`src/hw/rtl/frd_pkg.sv`:
```
// Shared types and constants of the frame descriptor ring.
// No dependencies; imported by the ring top level and its testbench.
package frd_pkg;

   localparam int RING_DEPTH = 16;

   localparam logic [1:0] CMD_ACQUIRE = 2'd0;
   localparam logic [1:0] CMD_COMMIT  = 2'd1;
   localparam logic [1:0] CMD_POP     = 2'd2;
   localparam logic [1:0] CMD_RESET   = 2'd3;

   localparam logic CSR_BUFFER_BASE = 1'b0;
   localparam logic CSR_FRAME_SIZE  = 1'b1;

   localparam logic [11:0] FRAME_SIZE_RESET = 12'd1536;
   localparam logic [15:0] MAX_FRAME_BYTES  = 16'd2048;

   typedef struct packed {
      logic [1:0]  command;
      logic [15:0] frame_length;
   } req_type;

   typedef struct packed {
      logic        status;
      logic [3:0]  slot_index;
      logic [31:0] slot_address;
      logic [15:0] slot_bytes;
      logic [4:0]  occupancy;
   } rsp_type;

endpackage

```
`src/hw/rtl/frd_ram.sv`:
```
// Generic single-write, single-read RAM with registered read data.
// No dependencies; used for the slot length store.
module frd_ram #(
   parameter int WIDTH = 16,
   parameter int DEPTH = 16
) (
   input  logic                     clock,
   input  logic                     wr_en,
   input  logic [$clog2(DEPTH)-1:0] wr_addr,
   input  logic [WIDTH-1:0]         wr_data,
   input  logic                     rd_en,
   input  logic [$clog2(DEPTH)-1:0] rd_addr,
   output logic [WIDTH-1:0]         rd_data
);

   logic [WIDTH-1:0] mem_ff [DEPTH];
   logic [WIDTH-1:0] rd_data_ff;

   always_ff @(posedge clock) begin
      if (wr_en) begin
         mem_ff[wr_addr] <= wr_data;
      end
      if (rd_en) begin
         rd_data_ff <= mem_ff[rd_addr];
      end
   end

   assign rd_data = rd_data_ff;

endmodule

```
`src/hw/rtl/frame_descriptor_ring_unit.sv`:
```
// Top level of the frame descriptor ring: command decode, pointers, slot store.
// Depends on frd_pkg and frd_ram.
//
//   channel | ports           | direction | transfer when
//   --------+-----------------+-----------+--------------------------
//   req     | req_payload     | in        | req_valid && req_ready
//   rsp     | rsp_payload     | out       | rsp_valid && rsp_ready
//   csr     | csr_index/data  | in        | csr_write_en
//
// One command per cycle while results are not stalled; a result passes the decode
// stage and then the result register. The decode stage lines up with the registered
// read of the slot length RAM on pop. Reset is synchronous; per-slot valid bits let
// a reset command clear the ring, so there is no clearing pass.
// A stalled result holds the decode stage, which then drops req_ready.
module frame_descriptor_ring_unit
   import frd_pkg::*;
(
   input  logic        clock,
   input  logic        reset,
   input  logic        req_valid,
   output logic        req_ready,
   input  req_type     req_payload,
   output logic        rsp_valid,
   input  logic        rsp_ready,
   output rsp_type     rsp_payload,
   input  logic        csr_write_en,
   input  logic        csr_index,
   input  logic [31:0] csr_write_data
);

   localparam int PTR_W = (RING_DEPTH > 1) ? $clog2(RING_DEPTH) : 1;
   localparam int CNT_W = $clog2(RING_DEPTH + 1);
   localparam logic [PTR_W-1:0] LAST_PTR  = PTR_W'(RING_DEPTH - 1);
   localparam logic [CNT_W-1:0] DEPTH_CNT = CNT_W'(RING_DEPTH);

   logic [31:0] buffer_base_ff;
   logic [11:0] frame_size_ff;
   logic [15:0] eff_size;

   logic [PTR_W-1:0]      head_ff, head_in;
   logic [PTR_W-1:0]      tail_ff, tail_in;
   logic [CNT_W-1:0]      count_ff, count_in;
   logic [RING_DEPTH-1:0] slot_valid_ff, slot_valid_in;

   logic             accept;
   logic             not_full;
   logic             dec_status;
   logic [PTR_W-1:0] dec_idx;
   logic             ram_we;
   logic             ram_re;
   logic [15:0]      ram_rd_data;

   logic             s1_valid_ff;
   logic             s1_status_ff;
   logic [1:0]       s1_cmd_ff;
   logic [PTR_W-1:0] s1_idx_ff;
   logic [CNT_W-1:0] s1_count_ff;
   logic             s1_vbit_ff;
   logic             advance;

   logic [PTR_W+15:0] product;
   rsp_type           rsp_in;
   rsp_type           rsp_ff;
   logic              rsp_valid_ff;

   // configuration registers
   always_ff @(posedge clock) begin
      if (reset) begin
         buffer_base_ff <= '0;
         frame_size_ff  <= FRAME_SIZE_RESET;
      end else if (csr_write_en) begin
         case (csr_index)
            CSR_BUFFER_BASE: buffer_base_ff <= csr_write_data;
            CSR_FRAME_SIZE:  frame_size_ff  <= csr_write_data[11:0];
            default:         buffer_base_ff <= buffer_base_ff;
         endcase
      end
   end

   assign eff_size = ({4'b0, frame_size_ff} > MAX_FRAME_BYTES) ? MAX_FRAME_BYTES
                                                              : {4'b0, frame_size_ff};

   assign advance   = s1_valid_ff && (!rsp_valid_ff || rsp_ready);
   assign req_ready = !s1_valid_ff || advance;
   assign accept    = req_valid && req_ready;
   assign not_full  = count_ff < DEPTH_CNT;

   // command decode against the current ring state
   always_comb begin
      head_in       = head_ff;
      tail_in       = tail_ff;
      count_in      = count_ff;
      slot_valid_in = slot_valid_ff;
      dec_status    = 1'b1;
      dec_idx       = '0;
      ram_we        = 1'b0;
      ram_re        = 1'b0;
      case (req_payload.command)
         CMD_ACQUIRE: begin
            if (not_full) begin
               dec_status = 1'b0;
               dec_idx    = tail_ff;
            end
         end
         CMD_COMMIT: begin
            if (not_full && (req_payload.frame_length <= eff_size)) begin
               dec_status             = 1'b0;
               ram_we                 = accept;
               slot_valid_in[tail_ff] = 1'b1;
               tail_in                = (tail_ff == LAST_PTR) ? '0 : tail_ff + 1'b1;
               count_in               = count_ff + 1'b1;
            end
         end
         CMD_POP: begin
            if (count_ff != '0) begin
               dec_status = 1'b0;
               dec_idx    = head_ff;
               ram_re     = accept;
               head_in    = (head_ff == LAST_PTR) ? '0 : head_ff + 1'b1;
               count_in   = count_ff - 1'b1;
            end
         end
         default: begin
            dec_status    = 1'b0;
            head_in       = '0;
            tail_in       = '0;
            count_in      = '0;
            slot_valid_in = '0;
         end
      endcase
   end

   always_ff @(posedge clock) begin
      if (reset) begin
         head_ff       <= '0;
         tail_ff       <= '0;
         count_ff      <= '0;
         slot_valid_ff <= '0;
      end else if (accept) begin
         head_ff       <= head_in;
         tail_ff       <= tail_in;
         count_ff      <= count_in;
         slot_valid_ff <= slot_valid_in;
      end
   end

   frd_ram #(
      .WIDTH (16),
      .DEPTH (RING_DEPTH)
   ) u_len_ram (
      .clock   (clock),
      .wr_en   (ram_we),
      .wr_addr (tail_ff),
      .wr_data (req_payload.frame_length),
      .rd_en   (ram_re),
      .rd_addr (head_ff),
      .rd_data (ram_rd_data)
   );

   // decode stage
   always_ff @(posedge clock) begin
      if (reset) begin
         s1_valid_ff <= 1'b0;
      end else if (req_ready) begin
         s1_valid_ff <= req_valid;
      end
   end

   always_ff @(posedge clock) begin
      if (accept) begin
         s1_status_ff <= dec_status;
         s1_cmd_ff    <= req_payload.command;
         s1_idx_ff    <= dec_idx;
         s1_count_ff  <= count_in;
         s1_vbit_ff   <= slot_valid_ff[head_ff];
      end
   end

   // result formation
   assign product = s1_idx_ff * eff_size;

   always_comb begin
      rsp_in              = '0;
      rsp_in.status       = s1_status_ff;
      rsp_in.slot_index   = 4'(s1_idx_ff);
      rsp_in.occupancy    = 5'(s1_count_ff);
      if (!s1_status_ff) begin
         case (s1_cmd_ff)
            CMD_ACQUIRE: begin
               rsp_in.slot_address = buffer_base_ff + 32'(product);
               rsp_in.slot_bytes   = eff_size;
            end
            CMD_POP: begin
               rsp_in.slot_address = buffer_base_ff + 32'(product);
               rsp_in.slot_bytes   = s1_vbit_ff ? ram_rd_data : 16'd0;
            end
            default: begin
               rsp_in.slot_address = '0;
               rsp_in.slot_bytes   = '0;
            end
         endcase
      end
   end

   always_ff @(posedge clock) begin
      if (reset) begin
         rsp_valid_ff <= 1'b0;
      end else if (advance) begin
         rsp_valid_ff <= 1'b1;
      end else if (rsp_ready) begin
         rsp_valid_ff <= 1'b0;
      end
   end

   always_ff @(posedge clock) begin
      if (advance) begin
         rsp_ff <= rsp_in;
      end
   end

   assign rsp_valid   = rsp_valid_ff;
   assign rsp_payload = rsp_ff;

`ifndef SYNTHESIS
   a_count_range: assert property (@(posedge clock) disable iff (reset)
      count_ff <= DEPTH_CNT)
      else $error("fill count above ring depth");

   a_ptr_meet: assert property (@(posedge clock) disable iff (reset)
      (count_ff == '0 || count_ff == DEPTH_CNT) |-> head_ff == tail_ff)
      else $error("head and tail disagree with an empty or full ring");

   a_refused_zero: assert property (@(posedge clock) disable iff (reset)
      (rsp_valid && rsp_payload.status) |->
         (rsp_payload.slot_index == '0 && rsp_payload.slot_address == '0
          && rsp_payload.slot_bytes == '0))
      else $error("refused result carries slot data");

   a_commit_count: assert property (@(posedge clock) disable iff (reset)
      (accept && req_payload.command == CMD_COMMIT && not_full
       && req_payload.frame_length <= eff_size) |=> count_ff == $past(count_ff) + 1'b1)
      else $error("commit did not advance the fill count");
`endif

endmodule

```
`config.mk`:
```
export PLATFORM = sky130hd
export DESIGN_NAME = frame_descriptor_ring_unit
export DESIGN_NICKNAME = d
export VERILOG_FILES = /design/src/hw/rtl/frd_pkg.sv /design/src/hw/rtl/frd_ram.sv /design/src/hw/rtl/frame_descriptor_ring_unit.sv
export SDC_FILE = /design/constraint.sdc
export NUM_CORES = 1
export LEC_CHECK = 0
export BUFFER_PORTS_ARGS = -buffer_cell sky130_fd_sc_hd__buf_2
export CORE_MARGIN = 8
export CORE_UTILIZATION = 29
export DETAILED_ROUTE_END_ITERATION = 8
export PLACE_DENSITY = 0.51
export REMOVE_ABC_BUFFERS = 1
export SLEW_MARGIN = 20
export SYNTH_ARGS = -nofsm -noshare
export SYNTH_HDL_FRONTEND = slang
export SYNTH_HIERARCHICAL = 1
export SYNTH_SLANG_ARGS = --single-unit
```
`constraint.sdc`:
```
create_clock -name clock -period 9.8 [get_ports clock]
set_clock_uncertainty 0.2 [all_clocks]
set_input_delay 1.96 -clock clock [delete_from_list [all_inputs] [get_ports clock]]
set_output_delay 1.96 -clock clock [all_outputs]
set_load 0.02 [all_outputs]
```
# --- Word-level counts from Yosys, hierarchy flattened ---
# Memories as Yosys holds them, arrays and structs flattened. A register that Yosys moved wholly into a read port is not among the register bits.
# Cells that the tools add are included.
# W data, S select, Z words.
word_totals:
  mem_bits_rw: 256
  regBits: 146
  memories: 1
  out_inout_bits: 60
classes:
  addsub: 5
  eq_ne: 7
  multipliers: 1
  n_mux: 33
  n_reduce_logical: 18
  magnitude_cmp: 6
  n_bitwise: 4
memory_table:
  columns: ["memory", "depth", "word_bits", "read_ports", "rd_clocked_by_memory_dff", "write_ports", "line_no", "rtl"]
  rows:
  - ["u_len_ram.mem_ff", 16, 16, 1, 1, 1, "frd_ram.sv:16", "logic [WIDTH-1:0] mem_ff [DEPTH];"]
op_table:
  columns: ["op", "n"]
  rows:
  - ["$pmux W48 S2", 1]
  - ["$add A32 B16 Y32", 1]
  - ["$mux W16", 2]
  - ["$pmux W16 S2", 1]
  - ["$mux W4", 6]
  - ["$pmux W4 S2", 3]
  - ["$le A16 B12 Y1", 1]
  - ["$mul A4 B12 Y16", 1]
  - ["$or A16 B16 Y16", 1]
  - ["$pmux W5 S3", 1]
  - ["$mux W1", 13]
  - ["$gt A12 B12 Y1 const B", 1]
  - ["$mux W12", 1]
  - ["$lt A4 B5 Y1 const B", 2]
  - ["$mux W5", 2]
  - ["$add A4 B1 Y4 const B", 2]
  - ["$eq A4 B4 Y1 const B", 2]
  - ["$reduce_and A3 Y1", 2]
  - ["$add A5 B1 Y5 const B", 1]
  - ["$lt A5 B5 Y1 const B", 1]
  - ["$reduce_bool A5 Y1", 1]
  - ["$sub A5 B1 Y5 const B", 1]
  - ["$bmux W1 S4", 1]
  - ["$demux W1 S4", 1]
  - ["other kinds (13)", 25]

# --- Longest topological paths before layout ---
depth:
  word_depth: 9
  mapped_depth: 18

# --- By module ---
# Netlist, hierarchy kept.
modules_own_cells:
  columns: ["mod", "area_per_inst_um2", "seq_area_each_um2", "cells_each", "n_inst"]
  rows:
  - ["frd_ram", 10202.3, 8167.8, 432, 1]
  - ["frame_descriptor_ring_unit", 8510.7, 3633.5, 907, 1]

# --- Least setup slack after synthesis ---
# Ideal clock, no wire load.
synth_path:
  path_type: "in2reg"
  startpoint: "input port req_payload[11] (netlist name)"
  endpoint: "memory u_len_ram.mem_ff[0][0] (enable)"
  n_path_buf: 0
  path_stages: 8
  path_slack_ps: 4203
  arrival_time_ps: 4987
  path_cell_list: "ha_1 -> a21oi_1 -> o21ai_1 -> a2111oi_2 -> a21oi_2 -> nor3_1 -> or3b_2 -> nor3_1"
synth_between:
  elab_chain_len: 6
synth_rtl:
  columns: ["element", "line_no", "rtl"]
  rows:
  - ["from (decl)", "frame_descriptor_ring_unit.sv:22", "input req_type req_payload,"]
  - ["$le A16 B12 Y1", "frame_descriptor_ring_unit.sv:106", "if (not_full && (req_payload.frame_length <= eff_size)) begin"]
  - ["$logic_and A1 B1 Y1", "frame_descriptor_ring_unit.sv:106", null]
  - ["$mux W1", "frame_descriptor_ring_unit.sv:106", null]
  - ["$mux W1", "frame_descriptor_ring_unit.sv:98", "case (req_payload.command)"]
  - ["via ram_we", "frame_descriptor_ring_unit.sv:49", "logic ram_we;"]
  - ["$mux W1", "frd_ram.sv:20", "if (wr_en) begin"]
  - ["$mux W1 (not written as such)", "frd_ram.sv:21", "mem_ff[wr_addr] <= wr_data;"]
  - ["to (decl)", "frd_ram.sv:16", null]
# The timed path passes the listed nets, and every way through them passes these cells.

# --- Worst setup path after layout ---
layout_path:
  startpoint: "register frame_size_ff[11]"
  endpoint: "register rsp_ff, in the netlist rsp_payload[51] (data pin)"
layout_between:
  elab_chain_len: 5
layout_rtl:
  columns: ["element", "line_no", "rtl"]
  rows:
  - ["from (decl)", "frame_descriptor_ring_unit.sv:37", "logic [11:0] frame_size_ff;"]
  - ["from (signal assigned)", "frame_descriptor_ring_unit.sv:74", "CSR_FRAME_SIZE: frame_size_ff <= csr_write_data[11:0];"]
  - ["$gt A12 B12 Y1", "frame_descriptor_ring_unit.sv:80", "assign eff_size = ({4'b0, frame_size_ff} > MAX_FRAME_BYTES) ? MAX_FRAME_BYTES"]
  - ["$mux W12 *", "frame_descriptor_ring_unit.sv:80", null]
  - ["$mul A4 B12 Y16 *", "frame_descriptor_ring_unit.sv:180", "assign product = s1_idx_ff * eff_size;"]
  - ["$add A32 B16 Y32 *", "frame_descriptor_ring_unit.sv:190, frame_descriptor_ring_unit.sv:194", null]
  - ["$pmux W48 S2 *", "frame_descriptor_ring_unit.sv:188", "case (s1_cmd_ff)"]
  - ["to (signal assigned)", "frame_descriptor_ring_unit.sv:217", "rsp_ff <= rsp_in;"]
  - ["to (decl)", "frame_descriptor_ring_unit.sv:63", "rsp_type rsp_ff;"]
# Mark *: on every way between the ends. The rest lies on a longest branch, timed or not.
# A chain may end at the register's enable or synchronous reset.

==> metrics.txt <==
setup ws final 4040 ps; Post-Place Setup Slack 3760 ps; FF-to-FF path depth 15; RR Endpoint rsp_payload[51]$_SDFFCE_PP0P_; TritonCTS buffer count 49; Post CTS Setup Buffer Count 0; total congestion overflow 0; Setup-failing EPs final 0; Routed Wire Length 46600 um; placed cell count 2268; Filler cells 6252; PD cells 184 nW/um^2; I/O pin cnt 116; Mapped Cells 1339; clk root buf clkbuf_16; RSZ-0062 raised after global routing false; GP Congestion 0.802; worst-margin pin slew 1120 ps; clock latency on the worst-skew pair 600 ps; Final Cycle Share 58.7%; Die Area 72900 um^2; drt first pass iters 6; Clk pin slew, worst setup/hold paths 60 ps; hpwl dp 30600 um; GR Util All Layers 12.5%; CTS tree built; PostCTS Resize Cnt 0; flip-flop and latch count after synthesis 418; largest net degree at the start of global routing 69; max-slew violations 0; Sum Neg Setup Slack 0 ps; worst hold start s1_count_ff[0]$_DFFE_PP_; Post-synth ARST share 0%; worst setup path category reg -> reg; Main synth FF type edfxtp_1; routed vias 11300; port buffer count 115; Max VDD drop 0.000129 V; Routed Antenna Nets 0; CP max FO 18; synth warn 6; Hold Crit Class reg -> reg; r2r setup slk 4040 ps; Hold Fails Final Rpt 0; vias in the first global route 11600; Initial Util 29.2%; Die X 270 um; core area 64100 um^2; synthesized area per cell 14.0 um^2; sequential-to-total area share from yosys stat 63.1%; Worst EP required 9910 ps; initial antenna violation count 2; post-DR wirelength/cell 19.7 um; Hold Path End rsp_payload[0]$_DFFE_PP_; Worst EP arrival 5870 ps; CTS Hold Bufs 0; f_max 174 MHz; Post-synth EDFFs 343; synth unique cells 69; Min Clock Period, post-route 5760 ps; Slew headroom 25.3%; nature of the critical path endpoint register; Clock Sinks 418; # rows 93; hold path depth 0; DR iter-0 viols 692; H-tree levels 2; RR Startpoint frame_size_ff[11]$_SDFFE_PP0P_; fin nets 1598; CP Launch Type register; max-cap viol count 0; clk buf depth 3; Leakage 7.63 nW; area grow syn2layout 17.3%; drt drc 0; outcome completed; cell area after synthesis 18700 um^2; Cell Count, Final, Fillers Out 2359; via/cell ratio 4.79; chip height 270 um; layout cell share with drive strength beyond 1 19.9%; first-pass GRT wire length 71200 um
-- power breakdown --
group	leakage [nW]	internal, mW	switching, mW
Combinational	3.11	0.0754	0.151
Clock	0.788	1.11	0.744
Sequential	3.73	1.94	0.0166
-- logic make-up (layout without fill, tap and decap cells) --
family | Yosys count | in the layout | share of synthesized area (%)
buffers and inverters | 163 | 327 | 3.60
adder cells (fa/ha/maj) | 78 | 78 | 6.54
multiplexers | 73 | 73 | 8.72
AO/OA/AOI/OAI | 213 | 213 | 7.46
flip-flops | 418 | 418 | 63.1
other | 0 | 1 | 0
XOR/XNOR | 15 | 15 | 0.702
AND/OR/NAND/NOR | 379 | 379 | 9.92
-- how the worst max path moves through the flow --
stage,startpoint,end,slack (ps)
after floorplan,req_payload[11],u_len_ram/mem_ff[0][0]$_DFFE_PP_,4200
after CTS,frame_size_ff[11]$_SDFFE_PP0P_,rsp_payload[46]$_SDFFCE_PP0P_,3750
after global routing,frame_size_ff[11]$_SDFFE_PP0P_,rsp_payload[39]$_SDFFCE_PP0P_,3710
after global placement,frame_size_ff[11]$_SDFFE_PP0P_,rsp_payload[40]$_SDFFCE_PP0P_,3840
final,frame_size_ff[11]$_SDFFE_PP0P_,rsp_payload[51]$_SDFFCE_PP0P_,4040
after detailed placement,frame_size_ff[11]$_SDFFE_PP0P_,rsp_payload[46]$_SDFFCE_PP0P_,3760
-- layer usage --
metal / global-route usage (%) / up-vias / share of wire (%)
met5: 0 / - / 0
met4: 4.04 / 0 / 2.5
met3: 2.39 / 82 / 5.4
met2: 21.3 / 301 / 49
met1: 15.9 / 5680 / 43
li1: - / 5227 / -
-- synth_stat cells, types with 10 or more instances --
cell | n | area share [%]
a22oi_1 | 44 | 1.8
ha_1 | 45 | 3.0
fa_1 | 33 | 3.5
a21oi_1 | 72 | 1.9
mux4_1 | 10 | 1.4
a31oi_1 | 19 | 0.64
mux4_2 | 59 | 7.1
edfxtp_1 | 343 | 55
nor3_1 | 17 | 0.45
o31ai_1 | 10 | 0.40
nand2_1 | 137 | 2.7
a21o_1 | 10 | 0.40
clkbuf_1 | 44 | 0.88
or3_1 | 12 | 0.40
inv_1 | 97 | 1.9
and2_1 | 48 | 1.6
o21ai_1 | 13 | 0.35
nor2_1 | 80 | 1.6
nand3_1 | 12 | 0.32
dfxtp_1 | 75 | 8.0
nor2b_1 | 24 | 0.80
-- state kept, by name, indices dropped and copies added, names as in the netlist, 2 cells and up --
signal,count
s1_idx_ff,4
u_len_ram/mem_ff,256
head_ff,4
buffer_base_ff,32
count_ff,5
s1_count_ff,5
s1_cmd_ff,2
u_len_ram/rd_data,16
tail_ff,4
slot_valid_ff,16
frame_size_ff,12
rsp_payload,58
-- per-stage QoR --
stage | utilization, % | power, mW | cell area [um^2] | hold WS [ps]
floorplan | - | 2.13 | 18400 | 200
global placement | 31.6 | 2.23 | 20300 | 204
detailed placement | 31.6 | 2.23 | 20300 | 205
CTS | 34.2 | 4.11 | 21900 | 219
global route | 34.2 | 4.20 | 21900 | 224
finish | 34.2 | 4.04 | 21900 | 218
-- worst max-delay path, stage by stage, from the launching register on --
cell,delay [ps]
dfxtp_1,770
nor2b_1,360
and2_1,290
fa_1,510
fa_1,550
inv_1,50
fa_1,490
inv_1,40
ha_1,350
or3_1,310
o21ai_0,150
o32ai_1,200
a31oi_1,780
nor3_1,140
xnor2_1,180
nor2_1,60
-- cell type report --
type,count,area [um^2],share of cell area [%]
Multi-Input combinational cell,758,6280,28.6
Antenna cell,1,2.50,0.0114
Tap cell,855,1070,4.87
Timing Repair Buffer,139,756,3.44
Sequential cell,418,11800,53.8
Clock buffer,60,1270,5.78
Clock inverter,30,390,1.78
Inverter,98,368,1.68
-- cells in the final DEF, fill, tap and decap left out, types with 6 or more instances in the layout --
cell | Yosys | layout
clkbuf_1 | 44 | 11
nand2_1 | 137 | 137
a22oi_1 | 44 | 44
clkinv_2 | 0 | 8
dfxtp_1 | 75 | 73
a31oi_1 | 19 | 19
buf_4 | 5 | 24
a21o_1 | 10 | 10
clkbuf_16 | 0 | 49
xnor2_1 | 8 | 8
nor2b_1 | 24 | 20
nor3_1 | 17 | 13
mux4_2 | 59 | 59
or4_1 | 8 | 8
fa_1 | 33 | 33
mux4_1 | 10 | 10
and2_1 | 48 | 48
and3_1 | 8 | 8
bufinv_16 | 0 | 7
a21oi_1 | 72 | 72
ha_1 | 45 | 45
clkinvlp_4 | 0 | 6
xor2_1 | 7 | 7
o21ai_0 | 9 | 8
o21ai_1 | 13 | 14
nor2_1 | 80 | 79
nand2b_1 | 9 | 9
or3_1 | 12 | 12
buf_2 | 4 | 115
inv_1 | 97 | 97
nand3_1 | 12 | 12
nand4_1 | 9 | 9
o31ai_1 | 10 | 10
edfxtp_1 | 343 | 343
No activity file was read; power rests on OpenSTA's default activity.
